## config.mk

```make
export PLATFORM = sky130hd
export DESIGN_NAME = planar_span_fill
export DESIGN_NICKNAME = d
export VERILOG_FILES = /design/src/rtl/core/psf_pkg.sv /design/src/rtl/core/psf_ctrl.sv /design/src/rtl/core/psf_dpath.sv /design/src/rtl/core/planar_span_fill.sv
export SDC_FILE = /design/constraint.sdc
export NUM_CORES = 1
export LEC_CHECK = 0
export ABC_AREA = 1
export BUFFER_PORTS_ARGS = -buffer_cell sky130_fd_sc_hd__buf_2
export CAP_MARGIN = 20
export CORE_UTILIZATION = 35
export DETAILED_ROUTE_END_ITERATION = 10
export PLACE_DENSITY = 0.59
export SLEW_MARGIN = 10
export SYNTH_ARGS = -nofsm -noshare
export SYNTH_HDL_FRONTEND = slang
export SYNTH_SLANG_ARGS = --single-unit
```

## constraint.sdc

```tcl
create_clock -name clk -period 6.41 [get_ports clk]
set_input_delay 0.3205 -clock clk [delete_from_list [all_inputs] [get_ports clk]]
set_output_delay 0.3205 -clock clk [all_outputs]
set_load 0.01 [all_outputs]
```

## src/rtl/core/psf_pkg.sv

```systemverilog
// psf_pkg: shared types and constants for the planar span fill block.
// Used by psf_ctrl, psf_dpath and planar_span_fill; depends on nothing.
`default_nettype none

package psf_pkg;

	localparam int PLANES_DEF = 4;

	localparam int ROW_W   = 9;
	localparam int X_W     = 10;
	localparam int SPAN_W  = 11;
	localparam int COLOR_W = 4;
	localparam int ADDR_W  = 24;
	localparam int MASK_W  = 16;
	localparam int GRP_W   = 6;
	localparam int BIT_W   = 4;

	localparam int BASE_W   = 23;
	localparam int STRIDE_W = 10;
	localparam int SCR_W    = 11;
	localparam int CFG_IDX_W  = 2;
	localparam int CFG_DATA_W = 23;

	localparam int IN_DATA_W  = 40;
	localparam int OUT_DATA_W = 48;

	localparam logic [CFG_IDX_W-1:0] CFG_FRAME_BASE   = 2'd0;
	localparam logic [CFG_IDX_W-1:0] CFG_LINE_STRIDE  = 2'd1;
	localparam logic [CFG_IDX_W-1:0] CFG_SCREEN_WIDTH = 2'd2;

	localparam logic [BASE_W-1:0]   BASE_RST   = 23'd0;
	localparam logic [STRIDE_W-1:0] STRIDE_RST = 10'd80;
	localparam logic [SCR_W-1:0]    SCR_RST    = 11'd320;
	localparam logic [SCR_W-1:0]    MAX_CLIP   = 11'd1024;

	localparam logic [MASK_W-1:0] MASK_ALL   = 16'hFFFF;
	localparam logic [MASK_W-1:0] MASK_RIGHT = 16'h7FFF;

	typedef struct packed {
		logic load;
		logic prep;
		logic emit;
	} psf_cmd_t;

	typedef struct packed {
		logic empty;
		logic last_grp;
		logic out_free;
	} psf_sts_t;

endpackage

`default_nettype wire

```

## src/rtl/core/psf_ctrl.sv

```systemverilog
// psf_ctrl: sequencer for the planar span fill block.
// Issues load, prep and emit commands to psf_dpath; uses psf_pkg.
`default_nettype none

module psf_ctrl
	import psf_pkg::*;
(
	input  wire logic     clk,
	input  wire logic     arst_n,
	input  wire logic     s_tvalid,
	output logic          s_tready,
	input  psf_sts_t      sts,
	output psf_cmd_t      cmd
);

	typedef enum logic [1:0] {
		ST_IDLE,
		ST_PREP,
		ST_RUN
	} state_t;

	state_t state_q;
	logic   ready_q;

	assign s_tready = ready_q;

	always_comb begin
		cmd.load = s_tvalid && ready_q;
		cmd.prep = (state_q == ST_PREP);
		cmd.emit = (state_q == ST_RUN) && sts.out_free;
	end

	always_ff @(posedge clk or negedge arst_n) begin
		if (!arst_n) begin
			state_q <= ST_IDLE;
			ready_q <= 1'b0;
		end else begin
			unique case (state_q)
				ST_IDLE: begin
					ready_q <= 1'b1;
					if (s_tvalid && ready_q) begin
						state_q <= ST_PREP;
						ready_q <= 1'b0;
					end
				end
				ST_PREP: begin
					if (sts.empty) begin
						state_q <= ST_IDLE;
						ready_q <= 1'b1;
					end else begin
						state_q <= ST_RUN;
					end
				end
				ST_RUN: begin
					if (sts.out_free && sts.last_grp) begin
						state_q <= ST_IDLE;
						ready_q <= 1'b1;
					end
				end
				default: begin
					state_q <= ST_IDLE;
					ready_q <= 1'b0;
				end
			endcase
		end
	end

endmodule

`default_nettype wire

```

## src/rtl/core/psf_dpath.sv

```systemverilog
// psf_dpath: registers, clipping, address and mask logic and output beat register.
// Driven by psf_ctrl commands; uses psf_pkg.
`default_nettype none

module psf_dpath
	import psf_pkg::*;
#(
	parameter int PLANES = PLANES_DEF
) (
	input  wire logic                  clk,
	input  wire logic                  arst_n,
	input  wire logic                  cfg_we,
	input  wire logic [CFG_IDX_W-1:0]  cfg_index,
	input  wire logic [CFG_DATA_W-1:0] cfg_wdata,
	input  wire logic [IN_DATA_W-1:0]  s_tdata,
	input  wire logic                  s_tlast,
	output logic                       m_tvalid,
	input  wire logic                  m_tready,
	output logic [OUT_DATA_W-1:0]      m_tdata,
	output logic                       m_tlast,
	output logic                       m_tuser,
	input  psf_cmd_t                   cmd,
	output psf_sts_t                   sts
);

	localparam logic [COLOR_W-1:0] PLANE_MASK =
		(PLANES >= COLOR_W) ? {COLOR_W{1'b1}} : COLOR_W'((1 << PLANES) - 1);
	localparam logic [ADDR_W-1:0] ADDR_STEP = ADDR_W'(PLANES);

	logic [BASE_W-1:0]   base_q;
	logic [STRIDE_W-1:0] stride_q;
	logic [SCR_W-1:0]    scr_q;

	logic [X_W-1:0]          x_q;
	logic [SPAN_W-1:0]       w_q;
	logic [COLOR_W-1:0]      bits_q;
	logic                    last_row_q;
	logic [ROW_W+STRIDE_W-1:0] prod_q;

	logic [ADDR_W-1:0] addr_q;
	logic [GRP_W-1:0]  grp_q;
	logic [GRP_W-1:0]  grp_r_q;
	logic [BIT_W-1:0]  bit_r_q;

	logic [ADDR_W-1:0] out_addr_q;
	logic [MASK_W-1:0] out_mask_q;
	logic [COLOR_W-1:0] out_bits_q;
	logic              out_last_q;
	logic              out_eor_q;
	logic              out_valid_q;

	logic [SCR_W-1:0]  clip;
	logic [SCR_W:0]    sum;
	logic [SCR_W-1:0]  span_end;
	logic [SCR_W-1:0]  x_last;
	logic              empty;
	logic              last_grp;
	logic [MASK_W-1:0] mask;

	always_comb begin
		clip     = (scr_q > MAX_CLIP) ? MAX_CLIP : scr_q;
		empty    = (w_q == '0) || ({1'b0, x_q} >= clip);
		sum      = {2'b00, x_q} + {1'b0, w_q};
		span_end = (sum > {1'b0, clip}) ? clip : sum[SCR_W-1:0];
		x_last   = span_end - SCR_W'(1);
		last_grp = (grp_q == grp_r_q);
		mask     = MASK_ALL;
		if (grp_q == x_q[X_W-1:BIT_W])
			mask = mask & (MASK_ALL >> x_q[BIT_W-1:0]);
		if (last_grp)
			mask = mask & ~(MASK_RIGHT >> bit_r_q);
	end

	assign sts.empty    = empty;
	assign sts.last_grp = last_grp;
	assign sts.out_free = !out_valid_q || m_tready;

	assign m_tvalid = out_valid_q;
	assign m_tdata  = {4'b0000, out_bits_q, out_mask_q, out_addr_q};
	assign m_tlast  = out_last_q;
	assign m_tuser  = out_eor_q;

	always_ff @(posedge clk or negedge arst_n) begin
		if (!arst_n) begin
			base_q   <= BASE_RST;
			stride_q <= STRIDE_RST;
			scr_q    <= SCR_RST;
		end else if (cfg_we) begin
			unique case (cfg_index)
				CFG_FRAME_BASE:   base_q   <= cfg_wdata[BASE_W-1:0];
				CFG_LINE_STRIDE:  stride_q <= cfg_wdata[STRIDE_W-1:0];
				CFG_SCREEN_WIDTH: scr_q    <= cfg_wdata[SCR_W-1:0];
				default: ;
			endcase
		end
	end

	always_ff @(posedge clk or negedge arst_n) begin
		if (!arst_n) begin
			out_valid_q <= 1'b0;
		end else begin
			if (cmd.emit)
				out_valid_q <= 1'b1;
			else if (m_tready)
				out_valid_q <= 1'b0;
		end
	end

	always_ff @(posedge clk) begin
		if (cmd.load) begin
			x_q        <= s_tdata[ROW_W +: X_W];
			w_q        <= s_tdata[ROW_W+X_W +: SPAN_W];
			bits_q     <= s_tdata[ROW_W+X_W+SPAN_W +: COLOR_W] & PLANE_MASK;
			last_row_q <= s_tlast;
			prod_q     <= s_tdata[ROW_W-1:0] * stride_q;
		end
		if (cmd.prep) begin
			addr_q  <= {1'b0, base_q} + ADDR_W'(prod_q)
				+ ADDR_W'(x_q[X_W-1:BIT_W]) * ADDR_STEP;
			grp_q   <= x_q[X_W-1:BIT_W];
			grp_r_q <= x_last[X_W-1:BIT_W];
			bit_r_q <= x_last[BIT_W-1:0];
		end
		if (cmd.emit) begin
			out_addr_q <= addr_q;
			out_mask_q <= mask;
			out_bits_q <= bits_q;
			out_last_q <= last_grp;
			out_eor_q  <= last_grp && last_row_q;
			addr_q     <= addr_q + ADDR_STEP;
			grp_q      <= grp_q + GRP_W'(1);
		end
	end

endmodule

`default_nettype wire

```

## src/rtl/core/planar_span_fill.sv

```systemverilog
// planar_span_fill: top level of the interleaved-bitplane span fill block.
// Instantiates psf_ctrl and psf_dpath; uses psf_pkg.
//
// One input beat is one row of a rectangle; the block clips it to the screen width
// and emits one masked write beat per 16-pixel group, left to right. A row holds
// the input side through its steps: the accept step takes the beat and forms
// row * stride, the prep step adds the frame base and clips the span, then the
// run step issues one group per cycle from the single output register, slowed
// only by m_tready. An empty row skips the run step. The next row is accepted
// while the final beat of the previous row still waits.
`default_nettype none

module planar_span_fill
	import psf_pkg::*;
#(
	parameter int PLANES = PLANES_DEF
) (
	input  wire logic                  clk,
	input  wire logic                  arst_n,
	input  wire logic                  cfg_we,
	input  wire logic [CFG_IDX_W-1:0]  cfg_index,
	input  wire logic [CFG_DATA_W-1:0] cfg_wdata,
	input  wire logic                  s_tvalid,
	output logic                       s_tready,
	// row_index[8:0], x_start[18:9], span_width[29:19], fill_color[33:30], zero fill
	input  wire logic [IN_DATA_W-1:0]  s_tdata,
	// last_row
	input  wire logic                  s_tlast,
	output logic                       m_tvalid,
	input  wire logic                  m_tready,
	// word_address[23:0], pixel_mask[39:24], plane_bits[43:40], zero fill
	output logic [OUT_DATA_W-1:0]      m_tdata,
	// last_of_span
	output logic                       m_tlast,
	// end_of_rect
	output logic                       m_tuser
);

	psf_cmd_t cmd;
	psf_sts_t sts;

	psf_ctrl u_ctrl (
		.clk      (clk),
		.arst_n   (arst_n),
		.s_tvalid (s_tvalid),
		.s_tready (s_tready),
		.sts      (sts),
		.cmd      (cmd)
	);

	psf_dpath #(
		.PLANES (PLANES)
	) u_dpath (
		.clk       (clk),
		.arst_n    (arst_n),
		.cfg_we    (cfg_we),
		.cfg_index (cfg_index),
		.cfg_wdata (cfg_wdata),
		.s_tdata   (s_tdata),
		.s_tlast   (s_tlast),
		.m_tvalid  (m_tvalid),
		.m_tready  (m_tready),
		.m_tdata   (m_tdata),
		.m_tlast   (m_tlast),
		.m_tuser   (m_tuser),
		.cmd       (cmd),
		.sts       (sts)
	);

endmodule

`default_nettype wire

```

# [Yosys cells after proc, flatten, opt, wreduce, memory -nomap -nowiden]
# Index checks and enable logic that the tools add are counted.
[totals] ff_bits=179 in_bits=71 out_inout_bits=52
[classes] n_addsub=6 n_mul=1 magnitude_cmp=3 n_eq_ne=9 n_shift=2 mux=18 bitwise_logic=2 reduce_logical=17
[op_table] operator="$mux W24" count=2
[op_table] operator="$mux W16" count=2
[op_table] operator="$add A23 B19 Y24" count=1
[op_table] operator="$add A24 B3 Y24 const B" count=1
[op_table] operator="$add A24 B8 Y24" count=1
[op_table] operator="$mul A9 B10 Y19" count=1
[op_table] operator="$and A16 B16 Y16" count=1
[op_table] operator="$not A16 Y16" count=1
[op_table] operator="$shr A15 B4 Y16 const A" count=1
[op_table] operator="$shr A16 B4 Y16 const A" count=1
[op_table] operator="$add A10 B11 Y12" count=1
[op_table] operator="$eq A6 B6 Y1" count=2
[op_table] operator="$gt A12 B11 Y1" count=1
[op_table] operator="$mux W6" count=2
[op_table] operator="$ge A10 B11 Y1" count=1
[op_table] operator="$gt A11 B11 Y1 const B" count=1
[op_table] operator="$logic_not A11 Y1" count=1
[op_table] operator="$mux W11" count=1
[op_table] operator="$mux W10" count=1
[op_table] operator="$reduce_and A2 Y1" count=5
[op_table] operator="$sub A10 B1 Y10 const B" count=1
[op_table] operator="$add A6 B1 Y6 const B" count=1
[op_table] operator="$mux W2" count=3
[op_table] operator="$pmux W2 S3" count=1
[op_table] operator="11 further kinds" count=24

# [Logic depth before layout (Yosys ltp)]
# Gate-level depths: netlist of run 1.
[depth] ltp_word=6 depth_mapped=30 depth_no_buf=28

# [Modules after synthesis]
# A second synthesis of run 1 with hierarchy kept.
[hier_totals] hier_cells=1355 hier_area_um2=12603.3
[modules_own_cells] mod="psf_dpath" instances=1 cells_each=1324 area_each_um2=12359.4
[modules_own_cells] mod="psf_ctrl" instances=1 cells_each=31 area_each_um2=244.0

# [Worst setup path after synthesis of run 1]
# Ideal clock, no wire load.
[synth_path] kind="input -> register" start="in s_tdata[8]" end="reg u_dpath.prod_q[16], data pin" setup_ns=0.258 t_arrival_ns=4.321 slack_ns=1.831 path_stages=19 n_path_buf=1 cell_sequence="clkbuf_1 nand2_1 fa_1 inv_1 fa_1 inv_1 fa_1 inv_1 fa_1 ha_1 nand2_1 o21ai_0 a21oi_1 o21ai_0 a21oi_1 o21ai_0 nand3_1 nand2_1 xor2_1"
[synth_between] elab_chain_cells=1
[synth_lines] element="from (decl)" line="planar_span_fill.sv:26" source="input wire logic [IN_DATA_W-1:0] s_tdata,"
[synth_lines] element="$mul A9 B10 Y19" line="psf_dpath.sv:115" source="prod_q <= s_tdata[ROW_W-1:0] * stride_q;"
[synth_lines] element="to (signal assigned)" line="psf_dpath.sv:115"
[synth_lines] element="to (decl)" line="psf_dpath.sv:38" source="logic [ROW_W+STRIDE_W-1:0] prod_q;"
# No other way between the ends.
# A chain may end at the register's enable or synchronous reset.

# [Final worst setup path of run 1]
[layout_path] start="reg u_dpath.stride_q[1]" end="reg u_dpath.prod_q[16], data pin"
[layout_between] elab_chain_cells=1
[layout_lines] element="from (decl)" line="psf_dpath.sv:31" source="logic [STRIDE_W-1:0] stride_q;"
[layout_lines] element="from (signal assigned)" line="psf_dpath.sv:91" source="CFG_LINE_STRIDE: stride_q <= cfg_wdata[STRIDE_W-1:0];"
[layout_lines] element="$mul A9 B10 Y19" line="psf_dpath.sv:115"
# No other way between the ends.

==> results of run 1 <==
## logic make-up after synthesis
| kind of cell | Yosys count |
|---|---|
| AOI/OAI and AO/OA | 199 |
| xor gates and xnor gates | 57 |
| adders and majority gates | 174 |
| buffers and inverters | 269 |
| DFF | 179 |
| muxes | 12 |
| other | 1 |
| and+or+nand+nor | 480 |
## per-layer routing
layer / track usage [%] / wire length, um / up-vias
met5: 0 / 0 / -
met1: 21.2 / 13500 / 4269
met4: 3.85 / 255 / 0
met3: 2.43 / 1030 / 11
li1: - / - / 4667
met2: 25.1 / 12300 / 152
## worst paths after layout
check	slack (ns)	startpoint	to	cells after the start
max reg2reg	1.58	u_dpath.stride_q[1]$_DFFE_PN0P_	u_dpath.prod_q[16]$_DFFE_PP_	18
min	0.04	s_tdata[31]	u_dpath.bits_q[1]$_DFFE_PP_	1
min in group asynchronous	0.50	arst_n	u_ctrl.s_tready$_DFFE_PN0P_	3
max	1.58	u_dpath.stride_q[1]$_DFFE_PN0P_	u_dpath.prod_q[16]$_DFFE_PP_	18
min reg2reg	0.42	u_dpath.bits_q[1]$_DFFE_PP_	u_dpath.out_bits_q[1]$_DFFE_PP_	0
max in group asynchronous	5.42	arst_n	u_dpath.base_q[10]$_DFFE_PN0P_	3
## power groups by stage
stage | sequential (W) | clock [W] | combinational (W)
after CTS | 0.00213 | 0.00104 | 0.00336
after floorplan | 0.00206 | 0 | 0.00262
final | 0.00213 | 0.00102 | 0.00334
after global routing | 0.00217 | 0.00109 | 0.00386
after global placement | 0.00214 | 0 | 0.00327
after detailed placement | 0.00215 | 0 | 0.00333
## cell usage in the layout, fill, tap and decap left out, types with 5 or more instances in the layout
cell type	instances
fa_1	65
nand4_1	10
ha_1	109
o221ai_1	5
or2_2	5
nand3_1	47
a31oi_1	6
nor2_1	74
buf_2	112
inv_1	226
nand2_4	5
nor3_1	7
clkbuf_16	17
xnor2_1	14
nor4_1	7
mux2_2	12
dfrtp_1	44
edfxtp_1	131
o21ai_0	92
a21oi_1	70
nand2_1	305
xor2_1	43
inv_6	6
## worst max-delay path, stage by stage (launching register included)
cell	delay, ns
dfrtp_1	0.56
nand2_1	0.13
fa_1	0.54
inv_1	0.05
fa_1	0.53
inv_1	0.05
fa_1	0.52
inv_1	0.05
fa_1	0.47
ha_1	0.38
nand2_1	0.09
o21ai_0	0.16
a21oi_1	0.10
o21ai_0	0.28
a21oi_1	0.10
o21ai_0	0.27
nand3_1	0.11
nand2_1	0.09
xor2_1	0.17
## sequential cells by signal, summed over array words and instances (netlist names)
register,flops
u_dpath.base_q,23
u_ctrl.state_q,2
u_dpath.addr_q,24
u_dpath.grp_r_q,6
u_dpath.last_row_q,1
u_dpath.out_bits_q,4
u_dpath.bits_q,4
u_dpath.x_q,10
u_dpath.out_mask_q,16
u_dpath.m_tlast,1
u_dpath.m_tuser,1
u_ctrl.s_tready,1
u_dpath.bit_r_q,4
u_dpath.w_q,11
u_dpath.stride_q,10
u_dpath.grp_q,6
u_dpath.prod_q,19
u_dpath.scr_q,11
u_dpath.out_addr_q,24
u_dpath.m_tvalid,1
## layout make-up
cell class	count	area (sq um)	area share (%)
inverter	232	871	6.13
sequential	179	5140	36.2
clock inverter	13	136	0.960
clock buffer	19	433	3.05
timing repair buffer	116	593	4.17
multi-input combinational	926	6460	45.5
tap	461	577	4.06
## through the flow
step / setup slack (ns) / cell area, sq um / std cells / hold slack [ns]
2_1_floorplan: 1.83 / 12600 / 1374 / 0.0249
3_3_place_gp: 1.59 / 13600 / 1913 / 0.400
3_5_place_dp: 1.59 / 13600 / 1913 / 0.406
4_1_cts: 1.56 / 14200 / 1946 / 0.0159
5_1_grt: 1.32 / 14200 / 1946 / 0.0127
6_report: 1.58 / 14200 / 1946 / 0.0423
==> impl_metrics.toml, run 1 <==
[power]
p_comb_share_pct = 51.5
p_sw_w = 0.00286
ir_drop_v = 0.000248
leakage_nw = 6.75
clock_power_share_pct = 15.7
p_seq_share_pct = 32.8
power.total_w = 0.00648
p_sw_share_pct = 44.1
p_int_w = 0.00362
power_density_mw_per_mm2 = 456

[placement]
hpwlAfterDp_um = 21200
gp_congestion = 0.877
portBuffers = 112

[cells_and_area]
n_fill_cell = 3541
antennaDiodeCount = 0
area_delta_synth_final_pct = 12.6
layout-drive-gt1-share_pct = 12.7
nets = 1717
finalCoreUtilization_pct = 40.0

[global_route]
grt.overflow.total = 0
antenna_found_initial = 0
grt_max_degree = 78
grt_usage_pct = 15.4
grt_pass1_vias = 8886
grt_pass1_wl_um = 44300

[timing]
hold_violations = 0
period_needed_ns = 4.83
finalSetupViolCount = 0
skew_ns = 0.0200
fin_setup_tns_ns = 0
fmaxAchievable_ghz = 0.207
max_slew_margin_pct = 29.5
report.final.slew_viol_count = 0
worstMarginPinSlew_ns = 1.06
min_period_over_period_pct = 75.3
rsz0062_at_grt = "no"

[clocking]
clkSinkCount = 179
clkLatencyLatePin_ns = 0.45
postCtsResizedCells = 0
cts_setup_buffers = 0
cts_hold_buf = 1
cts_made_buffers = 17
cts_max_level = 4
clk_pin_slew_ns = 0.08
cts-root-buf = "clkbuf_16"
cts_buffer_depth = 2
tritoncts = "built"

[logic_synthesis]
muxShareOfSynthArea_pct = 1.07
yosysTopAreaCell = "edfxtp_1"
yosysWarnings = 0
netlist_area_sq_mm = 0.0126
yosys.area_share.simple_pct = 16.2
netlist_instances = 1371
synthAdderAreaFrac_pct = 21.1
synthXorXnorAreaFrac_pct = 3.96
synth_common_cells = "nand2_1, inv_1, edfxtp_1"
synth_edf_count = 131
synth.most_common_cell = "nand2_1"
ys_seq_elements = 179
synth_top_family_by_area = "adder cells"
synth_top_area_share_pct = 31.2
seq_area_frac_synth_pct = 40.7
syn_area_per_cell_sq_um = 9.20
synthFlopType = "edfxtp_1"
async_flop_share_pct = 26.8
synth_compound_area_share_pct = 8.63
ys_types = 52
synthTopCellsByArea = "edfxtp_1, ha_1, fa_1, nand2_1, dfrtp_1"

[floorplan]
pin_count = 123
start_util_pct = 35.6
fp-row-count = 69
die_area_sq_mm = 0.0368
die_w_um = 192
die_h_um = 192
core_sq_mm = 0.0355

[run]
max-cap-violations = 0

[detailed_routing]
via_count = 9099
drc = 0
drt-total-wl_um = 27100
drt_iter0_drc = 497
ant_nets = 0
wl_per_cell_um = 13.9
viasPerCell = 4.68
drt_pass1_iterations = 6

[worst_setup_path]
worst_ep_required_time_ns = 6.69
end_kind = "register"
cp-start-kind = "register"
arrival_ns = 5.10
worst-path-max-fanout = 10
crit_type = "register to register"

[worst_hold_path]
hold_path_class = "primary input to register"

[status]
outcome = "complete, no violations"
(Power assumes the default switching activity.)
==> run 2, diff against run 1 <==
--- a/config.mk
+++ b/config.mk
@@ -10,7 +10,7 @@
 export CAP_MARGIN = 20
 export CORE_UTILIZATION = 35
 export DETAILED_ROUTE_END_ITERATION = 10
-export PLACE_DENSITY = 0.59
+export PLACE_DENSITY = 0.61
 export SLEW_MARGIN = 10
 export SYNTH_ARGS = -nofsm -noshare
 export SYNTH_HDL_FRONTEND = slang
==> constraint.sdc (replaced) <==
create_clock -name clk -period 4.2 [get_ports clk]
set_input_delay 0.21 -clock clk [delete_from_list [all_inputs] [get_ports clk]]
set_output_delay 0.21 -clock clk [all_outputs]
set_load 0.01 [all_outputs]
==> run 2 against run 1 <==
Effect of this change: the flow now finishes with violations (setup timing); hold slack got worse by 0.027 ns; global-route usage rose by 0.78 points; setup slack got worse by 1.7 ns; maximum frequency rose by 13%; sequential power rose by 50%; critical endpoint is now u_dpath.prod_q[14]$_DFFE_PP_.
==> impl_metrics.toml, run 2 (synthesis results as in run 1) <==
[timing]
rsz0062_at_grt = "yes"
period_needed_ns = 4.27
skew_ns = 0.0165
max_slew_margin_pct = 33.8
fmaxAchievable_ghz = 0.234
fin_setup_tns_ns = -0.120
hold_violations = 0
min_period_over_period_pct = 102
holdWs_ns = 0.0156
finalSetupViolCount = 2
setup_ws_ns = -0.0698
report.final.slew_viol_count = 0
worstMarginPinSlew_ns = 0.994

[cells_and_area]
final_cell_mix = "nand2_1, inv_1, edfxtp_1, buf_2, ha_1"
antennaDiodeCount = 0
fin_cells = 2036
top_regs = "u_dpath.addr_q (24), u_dpath.out_addr_q (24), u_dpath.base_q (23)"
area_delta_synth_final_pct = 21.2
nets = 1807
layout-drive-gt1-share_pct = 19.6
final_common_cell = "nand2_1"
finalCoreUtilization_pct = 43.1

[worst_setup_path]
worst_ep_required_time_ns = 4.39
critPathLaunch = "u_dpath.stride_q[6]$_DFFE_PN1P_"
cpMostUsedCell = "fa_1"
cp_slowest_cell = "dfstp_2"
worst-path-max-fanout = 6
path_cells = "nand2_2 -> inv_2 -> fa_1 -> fa_1 -> inv_1 -> fa_1 -> inv_1 -> fa_1 -> ha_4 -> a21oi_2 -> o21ai_2 -> a21oi_2 -> o21ai_2 -> a21oi_1 -> o21ai_1 -> buf_4 -> xor2_1"
cp.buffers_inverters = 4
rr_startpoint = "u_dpath.stride_q[6]$_DFFE_PN1P_"
end_kind = "register"
critPathTopFamily = "adder cells"
arrival_ns = 4.46
cp-start-kind = "register"
critPathMaxStageDelay_ns = 0.63
crit_type = "register to register"

[global_route]
globalRouteMet2Util_pct = 26.4
grt_busiest_layer = "met2"
grt_max_degree = 54
grt_pass1_vias = 9370
grt_pass1_wl_um = 46400
grt_usage_pct = 16.2
grtUsageMet3_pct = 2.38
use_met1_pct = 22.1
antenna_found_initial = 0
grt.overflow.total = 0

[power]
p_comb_share_pct = 57.1
ir_drop_v = 0.000418
clock_power_share_pct = 14.2
p_sw_w = 0.00482
leakage_nw = 7.17
power_density_mw_per_mm2 = 728
p_sw_share_pct = 43.3
p_int_w = 0.00632
p_seq_share_pct = 28.6

[floorplan]
core_sq_mm = 0.0355
start_util_pct = 35.6
die_area_sq_mm = 0.0368
die_w_um = 192
die_h_um = 192
fp-row-count = 69
pin_count = 123

[clocking]
clkSinkCount = 179
cts-root-buf = "clkbuf_16"
cts_max_level = 4
clk_pin_slew_ns = 0.08
cts_buffer_depth = 2
tritoncts = "built"
clkLatencyLatePin_ns = 0.45
cts_made_buffers = 17

[detailed_routing]
via_count = 9605
wl_per_cell_um = 14.0
drt_iter0_drc = 558
drc = 0
drt_pass1_iterations = 6
viasPerCell = 4.72
drt-total-wl_um = 28400
ant_nets = 0

[status]
violations = "setup timing"
outcome = "finished with violations"

[worst_hold_path]
worstHoldStart = "cfg_wdata[11]"
hold_path_class = "primary input to register"

[run]
max-cap-violations = 0

[placement]
gp_congestion = 0.877
numPlacedInstances = 1958
hpwlAfterDp_um = 21900
portBuffers = 112
dp_slack_ns = -0.110
==> run 2: repair_timing <==
item                                    CTS  global route
hold buffers                             35             0
endpoints found under the hold margin    78             0
endpoints found under the setup margin    5            14
setup buffers                             3             8
resized for setup                        14            52
pin swaps                                 8            47
==> run 2: path summary, 6_finish.rpt <==
kind | endpoint | slack [ns] | cells after the start
max in group asynchronous | u_dpath.stride_q[5]$_DFFE_PN0P_ | 3.27 | 3
max | u_dpath.prod_q[14]$_DFFE_PP_ | -0.07 | 17
min reg2reg | u_dpath.out_bits_q[1]$_DFFE_PP_ | 0.42 | 0
min | u_dpath.base_q[11]$_DFFE_PN0P_ | 0.02 | 2
min in group asynchronous | u_dpath.m_tvalid$_DFFE_PN0P_ | 0.40 | 3
max reg2reg | u_dpath.prod_q[14]$_DFFE_PP_ | -0.07 | 17
==> run 2: routing by layer <==
layer	up-vias	routed length, um
li1	4845	-
met1	4553	13600
met2	186	13300
met3	21	1140
met4	0	308
met5	-	0
==> run 2: power groups by stage <==
stage          clock (W)  combinational, W  sequential (W)
6_report         0.00158           0.00637         0.00319
5_1_grt          0.00170           0.00721         0.00327
4_1_cts          0.00163           0.00590         0.00319
3_5_place_dp           0           0.00564         0.00323
3_3_place_gp           0           0.00552         0.00321
2_1_floorplan          0           0.00419         0.00314
==> run 2: through the flow <==
stage | instance area (sq um) | power [W]
after detailed placement | 14000 | 0.00886
after CTS | 15100 | 0.0107
final | 15300 | 0.0111
after global placement | 14000 | 0.00874
after floorplan | 12700 | 0.00733
after global routing | 15300 | 0.0122
==> run 2: worst register-to-register path, cell delays in order, from the launching register on <==
cell,delay (ns)
dfstp_2,0.63
nand2_2,0.07
inv_2,0.05
fa_1,0.43
fa_1,0.51
inv_1,0.05
fa_1,0.47
inv_1,0.05
fa_1,0.54
ha_4,0.22
a21oi_2,0.13
o21ai_2,0.07
a21oi_2,0.18
o21ai_2,0.08
a21oi_1,0.13
o21ai_1,0.11
buf_4,0.15
xor2_1,0.13
==> run 2: cell type report <==
cell class                      count  area, sq um
Multi-Input combinational cell    926         6750
Fill cell                        3399        20200
Timing Repair Buffer              206         1370
Inverter                          232          871
Sequential cell                   179         5140
Clock buffer                       18          429
Clock inverter                     14          158
Tap cell                          461          577
==> run 3, diff against run 2 <==
--- a/config.mk
+++ b/config.mk
@@ -9,6 +9,7 @@
 export BUFFER_PORTS_ARGS = -buffer_cell sky130_fd_sc_hd__buf_2
 export CAP_MARGIN = 20
 export CORE_UTILIZATION = 35
+export CTS_BUF_LIST = sky130_fd_sc_hd__clkbuf_8 sky130_fd_sc_hd__clkbuf_16
 export DETAILED_ROUTE_END_ITERATION = 10
 export PLACE_DENSITY = 0.61
 export SLEW_MARGIN = 10
==> run 3 against run 2 <==
Effect of this change: die area stayed put; sequential power hardly changed; hold slack hardly changed; the run still ends with setup timing left; clock power hardly changed; largest power group unchanged; cell count stayed put.
==> impl_metrics.toml, run 3 (synthesis results as in run 1) <==
[global_route]
grt_pass1_wl_um = 46400
grt_pass1_vias = 9370
grt_max_degree = 54
grt_usage_pct = 16.2
antenna_found_initial = 0
grt.overflow.total = 0

[detailed_routing]
wl_per_cell_um = 14.0
drt_pass1_iterations = 5
ant_nets = 0
via_count = 9605
drt-total-wl_um = 28400
drt_iter0_drc = 558
drc = 0
viasPerCell = 4.72

[worst_setup_path]
arrival_ns = 4.46
worst_ep_required_time_ns = 4.39
worst-path-max-fanout = 6
crit_type = "register to register"
cp-start-kind = "register"
end_kind = "register"

[clocking]
tritoncts = "built"
clkLatencyLatePin_ns = 0.45
clkSinkCount = 179
clk_pin_slew_ns = 0.08
cts-root-buf = "clkbuf_16"
cts_made_buffers = 17
cts_buffer_depth = 2
cts_max_level = 4

[timing]
fin_setup_tns_ns = -0.122
rsz0062_at_grt = "yes"
worstMarginPinSlew_ns = 0.988
period_needed_ns = 4.27
max_slew_margin_pct = 34.1
fmaxAchievable_ghz = 0.234
setup_ws_ns = -0.0709
finalSetupViolCount = 2
hold_violations = 0
skew_ns = 0.0164
min_period_over_period_pct = 102
report.final.slew_viol_count = 0

[floorplan]
die_h_um = 192
die_area_sq_mm = 0.0368
pin_count = 123
die_w_um = 192
fp-row-count = 69
core_sq_mm = 0.0355
start_util_pct = 35.6

[placement]
portBuffers = 112
gp_congestion = 0.877
dp_slack_ns = -0.110
place_area_sq_mm = 0.0140
hpwlAfterDp_um = 21900

[power]
power.total_w = 0.0111
power_density_mw_per_mm2 = 728
leakage_nw = 7.18
ir_drop_v = 0.000417

[worst_hold_path]
hold_path_class = "primary input to register"

[cells_and_area]
final_cell_mix = "nand2_1, inv_1, edfxtp_1, buf_2, ha_1"
final_common_cell = "nand2_1"
area_delta_synth_final_pct = 21.2
multi_input_area_sq_mm = 0.00675
n_fill_cell = 3399
fin_area_sq_mm = 0.0153
top_regs = "u_dpath.addr_q (24), u_dpath.out_addr_q (24), u_dpath.base_q (23)"
nets = 1807
seq_area_sq_mm = 0.00514
finalCoreUtilization_pct = 43.1
antennaDiodeCount = 0
layout-drive-gt1-share_pct = 19.6

[status]
violations = "setup timing"
outcome = "finished with violations"

[run]
max-cap-violations = 0
## run 3: power breakdown
group | internal [W] | switching, W | total, W
registers | 0.00280 | 0.000388 | 0.00319
logic | 0.00272 | 0.00365 | 0.00637
clock network | 0.000797 | 0.000783 | 0.00158
total | 0.00632 | 0.00482 | 0.0111
## run 3: layout make-up
class                      instances  area share [%]
clock buffer                      17            2.78
multi-input combinational        926            44.1
sequential                       179            33.6
inverter                         232            5.69
timing repair buffer             206            8.97
clock inverter                    15            1.06
tap                              461            3.77
## run 3: what timing repair did
action                                  in CTS  in global routing
endpoints found under the hold margin       78                  0
endpoints found under the setup margin       5                 14
pin swaps                                    8                 47
setup buffers                                3                  8
hold buffers                                35                  0
gates resized for setup                     14                 52
## run 3: path summary, 6_finish.rpt
| kind | endpoint | from | slack (ns) | cells past startpoint |
|---|---|---|---|---|
| hold / removal | u_dpath.base_q[11]$_DFFE_PN0P_ | cfg_wdata[11] | 0.02 | 2 |
| hold reg to reg | u_dpath.out_bits_q[1]$_DFFE_PP_ | u_dpath.bits_q[1]$_DFFE_PP_ | 0.42 | 0 |
| max in group asynchronous | u_dpath.stride_q[5]$_DFFE_PN0P_ | arst_n | 3.27 | 3 |
| min in group asynchronous | u_dpath.m_tvalid$_DFFE_PN0P_ | arst_n | 0.39 | 3 |
| setup / recovery | u_dpath.prod_q[14]$_DFFE_PP_ | u_dpath.stride_q[6]$_DFFE_PN1P_ | -0.07 | 17 |
| setup reg to reg | u_dpath.prod_q[14]$_DFFE_PP_ | u_dpath.stride_q[6]$_DFFE_PN1P_ | -0.07 | 17 |
## run 3: stage by stage
| stage | std cells | hold WS (ns) |
|---|---|---|
| after floorplan | 1374 | -0.0856 |
| after global placement | 1958 | 0.383 |
| after detailed placement | 1958 | 0.388 |
| after CTS | 2028 | 0.000374 |
| after global routing | 2036 | 0.0106 |
| final | 2036 | 0.0153 |
## run 3: metal layers
layer  up-vias  wire, um  global-route usage [%]
met5         -         0                       0
met4         0       354                    4.82
met3        27      1140                    2.38
met2       201     13200                    26.4
met1      4531     13700                    22.1
li1       4846         -                       -
## run 3: critical path, stage by stage, from the launching register on
cell and delay, ns:
dfstp_2 0.63, nand2_2 0.07, inv_2 0.06, fa_1 0.43
fa_1 0.51, inv_1 0.05, fa_1 0.47, inv_1 0.05
fa_1 0.54, ha_4 0.22, a21oi_2 0.13, o21ai_2 0.07
a21oi_2 0.18, o21ai_2 0.08, a21oi_1 0.13, o21ai_1 0.11
buf_4 0.15, xor2_1 0.13
